==> config.mk <==
export PLATFORM = sky130hd
export DESIGN_NAME = integer_to_ascii_converter_top
export DESIGN_NICKNAME = d
export VERILOG_FILES = /design/src/rtl/itoa_pkg.sv /design/src/rtl/itoa_seq.sv /design/src/rtl/integer_to_ascii_converter_top.sv
export SDC_FILE = /design/constraint.sdc
export NUM_CORES = 1
export LEC_CHECK = 0
export CORE_MARGIN = 2
export CORE_UTILIZATION = 50
export DETAILED_ROUTE_END_ITERATION = 16
export DONT_BUFFER_PORTS = 1
export HOLD_SLACK_MARGIN = 0.1
export PLACE_DENSITY_LB_ADDON = 0.2
export SLEW_MARGIN = 20
export SYNTH_ARGS = -nofsm -noshare
export SYNTH_HDL_FRONTEND = slang
export SYNTH_SLANG_ARGS = --single-unit
==> constraint.sdc <==
create_clock -name clk -period 5.45 [get_ports clk]
set_input_delay 0.2725 -clock clk [delete_from_list [all_inputs] [get_ports clk]]
set_output_delay 0.2725 -clock clk [all_outputs]
set_load 0.02 [all_outputs]
==> src/rtl/itoa_pkg.sv <==
package itoa_pkg;

  typedef struct packed {
    logic [2:0]  req_type;
    logic [63:0] value;
  } in_item_t;

  typedef struct packed {
    logic [6:0] char_code;
    logic       last;
  } out_item_t;

  typedef enum logic [2:0] {
    TYPE_SDEC   = 3'd0,
    TYPE_UDEC   = 3'd1,
    TYPE_HEX32L = 3'd2,
    TYPE_HEX32U = 3'd3,
    TYPE_HEX64  = 3'd4
  } req_type_t;

  typedef enum logic [2:0] {
    OP_NOP,
    OP_LOAD,
    OP_NEG,
    OP_DABBLE,
    OP_STRIP,
    OP_SIGN,
    OP_EMIT
  } op_t;

  typedef enum logic [2:0] {
    COND_ALWAYS,
    COND_START,
    COND_HEX,
    COND_CNT,
    COND_STRIP,
    COND_NMORE
  } cond_t;

  typedef logic [2:0] step_t;

  typedef struct packed {
    op_t   op;
    cond_t cond;
    step_t tgt_t;
    step_t tgt_f;
  } ctrl_t;

  typedef struct packed {
    logic start_ok;
    logic is_hex;
    logic cnt_more;
    logic strip_more;
    logic n_more;
  } status_t;

  localparam int NIBBLES       = 16;
  localparam int DIG_W         = 4 * NIBBLES;
  localparam int N_W           = $clog2(NIBBLES + 1);
  localparam int BCD_DIGITS    = 10;
  localparam int BCD_W         = 4 * BCD_DIGITS;
  localparam int DABBLE_STEPS  = 32;
  localparam int CNT_W         = $clog2(DABBLE_STEPS + 1);

  localparam logic [6:0] CHAR_ZERO   = 7'h30;
  localparam logic [6:0] CHAR_LOWER  = 7'h61;
  localparam logic [6:0] CHAR_UPPER  = 7'h41;
  localparam logic [6:0] CHAR_MINUS  = 7'h2d;

  function automatic logic [6:0] nib_char(input logic [3:0] nib, input logic upper);
    logic [6:0] base;
    begin
      base = upper ? CHAR_UPPER : CHAR_LOWER;
      if (nib < 4'd10) begin
        nib_char = CHAR_ZERO + {3'b000, nib};
      end else begin
        nib_char = base + {3'b000, nib - 4'd10};
      end
    end
  endfunction

endpackage

==> src/rtl/itoa_seq.sv <==
module itoa_seq (
  input  logic             clk,
  input  logic             rst_n,
  input  itoa_pkg::status_t status,
  output itoa_pkg::ctrl_t   ctrl,
  output logic             busy
);
  import itoa_pkg::*;

  localparam step_t STEP_IDLE   = 3'd0;
  localparam step_t STEP_DISP   = 3'd1;
  localparam step_t STEP_NEG    = 3'd2;
  localparam step_t STEP_DABBLE = 3'd3;
  localparam step_t STEP_STRIP  = 3'd4;
  localparam step_t STEP_SIGN   = 3'd5;
  localparam step_t STEP_EMIT   = 3'd6;

  step_t pc_r, pc_nxt;
  logic  take;

  always_comb begin
    case (pc_r)
      STEP_IDLE:   ctrl = '{OP_LOAD,   COND_START,  STEP_DISP,   STEP_IDLE};
      STEP_DISP:   ctrl = '{OP_NOP,    COND_HEX,    STEP_STRIP,  STEP_NEG};
      STEP_NEG:    ctrl = '{OP_NEG,    COND_ALWAYS, STEP_DABBLE, STEP_DABBLE};
      STEP_DABBLE: ctrl = '{OP_DABBLE, COND_CNT,    STEP_DABBLE, STEP_STRIP};
      STEP_STRIP:  ctrl = '{OP_STRIP,  COND_STRIP,  STEP_STRIP,  STEP_SIGN};
      STEP_SIGN:   ctrl = '{OP_SIGN,   COND_ALWAYS, STEP_EMIT,   STEP_EMIT};
      STEP_EMIT:   ctrl = '{OP_EMIT,   COND_NMORE,  STEP_EMIT,   STEP_IDLE};
      default:     ctrl = '{OP_NOP,    COND_ALWAYS, STEP_IDLE,   STEP_IDLE};
    endcase
  end

  always_comb begin
    case (ctrl.cond)
      COND_ALWAYS: take = 1'b1;
      COND_START:  take = status.start_ok;
      COND_HEX:    take = status.is_hex;
      COND_CNT:    take = status.cnt_more;
      COND_STRIP:  take = status.strip_more;
      COND_NMORE:  take = status.n_more;
      default:     take = 1'b0;
    endcase
    pc_nxt = take ? ctrl.tgt_t : ctrl.tgt_f;
  end

  always_ff @(posedge clk) begin
    if (!rst_n) begin
      pc_r <= STEP_IDLE;
    end else begin
      pc_r <= pc_nxt;
    end
  end

  assign busy = (pc_r != STEP_IDLE);

endmodule

==> src/rtl/integer_to_ascii_converter_top.sv <==
// decimal items pass through negate, double-dabble, zero strip, sign and emit
// hex items skip negate and double-dabble; a new item is taken only while busy is low
// cost is set by the 32-step double-dabble loop and the one-nibble-per-cycle zero strip
// characters leave one per cycle, each strobed for one cycle; the receiver cannot stall
// an undefined format code is not accepted (the sequencer stays idle) and gives no characters
// synchronous active-low reset returns the sequencer to idle and clears the strobe
module integer_to_ascii_converter_top (
  input  logic                clk,
  input  logic                rst_n,
  input  logic                start,
  output logic                busy,
  input  itoa_pkg::in_item_t  in_data,
  output logic                out_valid,
  output itoa_pkg::out_item_t out_data
);
  import itoa_pkg::*;

  ctrl_t   ctrl;
  status_t status;

  logic [2:0]       type_r;
  logic [DIG_W-1:0] dig_r, dig_nxt;
  logic [31:0]      bin_r, bin_nxt;
  logic [CNT_W-1:0] cnt_r, cnt_nxt;
  logic [N_W-1:0]   n_r, n_nxt;
  logic             neg_r, neg_nxt;
  logic             out_valid_r, out_valid_nxt;
  out_item_t        out_data_r, out_data_nxt;
  logic [BCD_W-1:0] bcd_adj;
  logic [3:0]       top_nib;

  itoa_seq u_seq (
    .clk    (clk),
    .rst_n  (rst_n),
    .status (status),
    .ctrl   (ctrl),
    .busy   (busy)
  );

  assign top_nib = dig_r[DIG_W-1 -: 4];

  always_comb begin
    status.start_ok   = start && (in_data.req_type inside {[TYPE_SDEC:TYPE_HEX64]});
    status.is_hex     = type_r inside {TYPE_HEX32L, TYPE_HEX32U, TYPE_HEX64};
    status.cnt_more   = (cnt_r != CNT_W'(1));
    status.strip_more = (top_nib == 4'd0) && (n_r > N_W'(1));
    status.n_more     = (n_r != N_W'(1));
  end

  always_comb begin
    for (int i = 0; i < BCD_DIGITS; i++) begin
      if (dig_r[4*i +: 4] >= 4'd5) begin
        bcd_adj[4*i +: 4] = dig_r[4*i +: 4] + 4'd3;
      end else begin
        bcd_adj[4*i +: 4] = dig_r[4*i +: 4];
      end
    end
  end

  always_comb begin
    dig_nxt       = dig_r;
    bin_nxt       = bin_r;
    cnt_nxt       = cnt_r;
    n_nxt         = n_r;
    neg_nxt       = neg_r;
    out_valid_nxt = 1'b0;
    out_data_nxt  = out_data_r;
    case (ctrl.op)
      OP_LOAD: begin
        neg_nxt = 1'b0;
        n_nxt   = N_W'(NIBBLES);
        bin_nxt = in_data.value[31:0];
        if (in_data.req_type == TYPE_HEX64) begin
          dig_nxt = in_data.value;
        end else begin
          dig_nxt = {32'd0, in_data.value[31:0]};
        end
      end
      OP_NEG: begin
        dig_nxt = '0;
        cnt_nxt = CNT_W'(DABBLE_STEPS);
        if (type_r == TYPE_SDEC && bin_r[31]) begin
          bin_nxt = 32'd0 - bin_r;
          neg_nxt = 1'b1;
        end
      end
      OP_DABBLE: begin
        dig_nxt = {{(DIG_W-BCD_W){1'b0}}, bcd_adj[BCD_W-2:0], bin_r[31]};
        bin_nxt = {bin_r[30:0], 1'b0};
        cnt_nxt = cnt_r - CNT_W'(1);
      end
      OP_STRIP: begin
        if (status.strip_more) begin
          dig_nxt = {dig_r[DIG_W-5:0], 4'd0};
          n_nxt   = n_r - N_W'(1);
        end
      end
      OP_SIGN: begin
        out_valid_nxt          = neg_r;
        out_data_nxt.char_code = CHAR_MINUS;
        out_data_nxt.last      = 1'b0;
      end
      OP_EMIT: begin
        out_valid_nxt          = 1'b1;
        out_data_nxt.char_code = nib_char(top_nib, type_r == TYPE_HEX32U);
        out_data_nxt.last      = (n_r == N_W'(1));
        dig_nxt                = {dig_r[DIG_W-5:0], 4'd0};
        n_nxt                  = n_r - N_W'(1);
      end
      default: begin
      end
    endcase
  end

  always_ff @(posedge clk) begin
    if (!rst_n) begin
      out_valid_r <= 1'b0;
    end else begin
      out_valid_r <= out_valid_nxt;
    end
  end

  always_ff @(posedge clk) begin
    if (ctrl.op == OP_LOAD && start) begin
      type_r <= in_data.req_type;
    end
    dig_r      <= dig_nxt;
    bin_r      <= bin_nxt;
    cnt_r      <= cnt_nxt;
    n_r        <= n_nxt;
    neg_r      <= neg_nxt;
    out_data_r <= out_data_nxt;
  end

  assign out_valid = out_valid_r;
  assign out_data  = out_data_r;

endmodule

==> qor.yml <==
run_status:
  status: "finished, final reports clean"
clock_tree:
  numClockSinks: 123
  cts_tree: "built"
  cts_max_path_buffers: 2
  cts_max_level: 4
  cts-root-buf: "clkbuf_16"
  clkSlewWorstSetupHoldPaths_ns: 0.06
  postCtsHoldBufs: 68
  clk_latency_ns: 0.42
  cts-resized-gates: 0
  cts_buffers: 17
  postCtsSetupBuffers: 0
worst_setup_path:
  cp.arrival_ns: 3.33
  critical_path_peak_fanout: 56
  end_kind: "register"
  critPathRequiredTime_ns: 5.60
  slowest_delay_ns: 0.76
  crit_top_cell: "buf_4"
  worst-setup-path-type: "reg2reg"
  start_kind: "register"
  cp_slowest_cell: "dfxtp_1"
  cp_cell_sequence: "inv_1 -> nand2_1 -> buf_4 -> nand2_1 -> buf_4 -> and2_1 -> buf_4 -> a22oi_1 -> o21ai_0"
  reg2regPathDepth: 9
logic_synthesis:
  yosysWarnings: 0
  synth-seq-cells: 123
  synth_flop_cell: "edfxtp_1"
  synth_edf_count: 119
  yosysUniqueCellTypes: 67
  netlist_instances: 774
  yosysSeqAreaShare_pct: 48.6
  avgSynthCellArea_um2: 9.71
  async_flop_share_pct: 0
  synth_fp_nets: 876
  syn_area_um2: 7520
pwr:
  p_leak_nw: 3.34
  p_switching_w: 0.00213
  p_int_w: 0.00309
  p_clk_share_pct: 21.8
  design_power_total_w: 0.00522
  powerDensity_nw_per_um2: 579
  p_comb_share_pct: 37.6
  ir_worst_vdd_uv: 353
  swShare_pct: 40.8
  pwr-share-seq_pct: 40.7
floorplan:
  dieArea_um2: 16000
  rows: 44
  coreArea_um2: 14600
  start_util_pct: 51.5
  fp.dieW_um: 127
  die_h_um: 127
  io_pins: 80
sta:
  fin_tns_setup_ns: 0
  max-slew-margin-rel_pct: 51.1
  fin_crit_ns: 3.19
  fin_skew_ns: 0.00885
  grt_setup_unrepaired: "false"
  slew_violations: 0
  fin_crit_sh_pct: 58.4
  tightestPinTransition_ns: 0.732
  max_freq_mhz: 314
  final-setup-viol-count: 0
  hold_violations: 0
placed_design:
  hpwlAfterDp_um: 12700
  io_buffers: 0
  place.gp.congestion: 0.833
global_route:
  grt_pass1_wl_um: 32000
  antenna_found_initial: 2
  grt_pass1_vias: 6073
  grt_max_degree: 57
  grt_overflow: 0
  grt_use_total_pct: 25.1
route:
  via_per_inst: 6.18
  wl_um: 19800
  drt_iter0_drc: 771
  drc_errors: 0
  dr.pass1.iters: 5
  ant_nets: 0
  wl_per_cell_um: 19.2
  vias: 6376
finish:
  mostFrequentLayoutCells: "119 x edfxtp_1, 77 x nand2_1, 71 x a21oi_1"
  drive_gt1_share_pct: 7.21
  area_delta_synth_final_pct: 19.9
  fillerInstances: 1166
  final_nets: 935
  final_common_cell: "edfxtp_1"
run:
  cap_violations: 0
min_path:
  hold_depth: 2
  hold_path_class: "in2reg"
==> flip-flops by register name, indices dropped and copies added (netlist names), named ones only <==
name and cells:
dig_r 64, n_r 5, neg_r 1, u_seq.pc_r 2
type_r 3, bin_r 32, out_data 8, out_valid 1
cnt_r 6
==> routing by layer <==
layer / global-route usage [%] / vias up / share of wire, %
met5: 0 / - / 0.071
met4: 8.79 / 2 / 2.1
met3: 5.78 / 35 / 6.7
met2: 37.7 / 266 / 47
met1: 36.0 / 3057 / 44
li1: - / 3016 / -
==> area by class of cell <==
cell class / instances / area (µm²) / share of cell area, %
diodes: 2 / 5.00 / 0.0555
clock buffers: 17 / 425 / 4.72
clock inverters: 15 / 163 / 1.81
inverters: 44 / 165 / 1.83
multi-input cells: 567 / 3580 / 39.7
flip-flops and latches: 123 / 3650 / 40.5
well taps: 184 / 230 / 2.55
repair buffers: 80 / 793 / 8.80
==> worst paths after layout <==
path / startpoint / slack (ns) / end
min: in_data[16] / 0.10 / dig_r[16]
min reg2reg: dig_r[57] / 0.54 / dig_r[61]
max: register / 2.26 / dig_r[38]
max reg2reg: register / 2.26 / dig_r[38]
==> Yosys cell counts, types with 4 or more instances <==
| master | instances | area [µm²] |
|---|---|---|
| a211oi_1 | 4 | 30.0 |
| a21oi_1 | 73 | 365 |
| a22o_1 | 27 | 236 |
| a22oi_1 | 15 | 113 |
| a31oi_1 | 6 | 37.5 |
| and3_1 | 5 | 31.3 |
| buf_2 | 4 | 20.0 |
| clkbuf_1 | 32 | 120 |
| dfxtp_1 | 4 | 80.1 |
| edfxtp_1 | 119 | 3570 |
| ha_1 | 32 | 400 |
| inv_1 | 43 | 161 |
| mux2i_1 | 5 | 50.1 |
| nand2_1 | 77 | 289 |
| nand2b_1 | 9 | 56.3 |
| nand3_1 | 21 | 105 |
| nor2_1 | 70 | 263 |
| nor2b_1 | 12 | 75.1 |
| nor3_1 | 18 | 90.1 |
| nor3b_1 | 8 | 60.1 |
| nor4_1 | 7 | 43.8 |
| o211ai_1 | 17 | 128 |
| o21a_1 | 4 | 30.0 |
| o21ai_0 | 63 | 315 |
| o31ai_1 | 6 | 45.0 |
| o32ai_1 | 4 | 35.0 |
| or3_1 | 5 | 31.3 |
| or4_1 | 4 | 30.0 |
| xnor2_1 | 18 | 158 |
| xor2_1 | 6 | 52.6 |
==> through the flow <==
step / area (µm²) / hold WS [ns] / worst slack [ns] / std cells / util, %
after floorplan: 7520 / 0.371 / 0.536 / 774 / -
after detailed placement: 7730 / 0.372 / 2.29 / 929 / 53.0
after global placement: 7690 / 0.372 / 2.26 / 928 / 52.7
after global routing: 9010 / 0.105 / 1.97 / 1031 / 61.7
final: 9010 / 0.101 / 2.26 / 1032 / 61.8
after CTS: 9000 / 0.104 / 2.26 / 1029 / 61.7
==> power by group through the flow <==
| stage | combinational [W] | sequential (W) | clock, W |
|---|---|---|---|
| 4_1_cts | 0.00194 | 0.00210 | 0.00115 |
| 6_report | 0.00196 | 0.00212 | 0.00114 |
| 3_3_place_gp | 0.00176 | 0.00209 | 0 |
| 3_5_place_dp | 0.00188 | 0.00210 | 0 |
| 5_1_grt | 0.00220 | 0.00219 | 0.00119 |
| 2_1_floorplan | 0.00147 | 0.00199 | 0 |
==> worst max-delay path: cells and delay by family, from the launching register on <==
family / cells / cell delay, ns
simple gates: 3 / 0.54
compound gates: 2 / 0.35
buf+inv: 4 / 1.24
flops: 1 / 0.76
==> logic make-up (layout without fill, tap and decap cells) <==
group           after synthesis  after routing  share of synthesized area [%]
other cells                   0              2                              0
fa+ha+maj                    32             32                           5.33
buf+inv                      84            156                           4.36
mux                           5              5                          0.666
flops                       123            123                           48.6
simple gates                260            260                           17.2
compound gates              246            246                           21.0
xor+xnor                     24             24                           2.80
(Power assumes the default switching activity.)
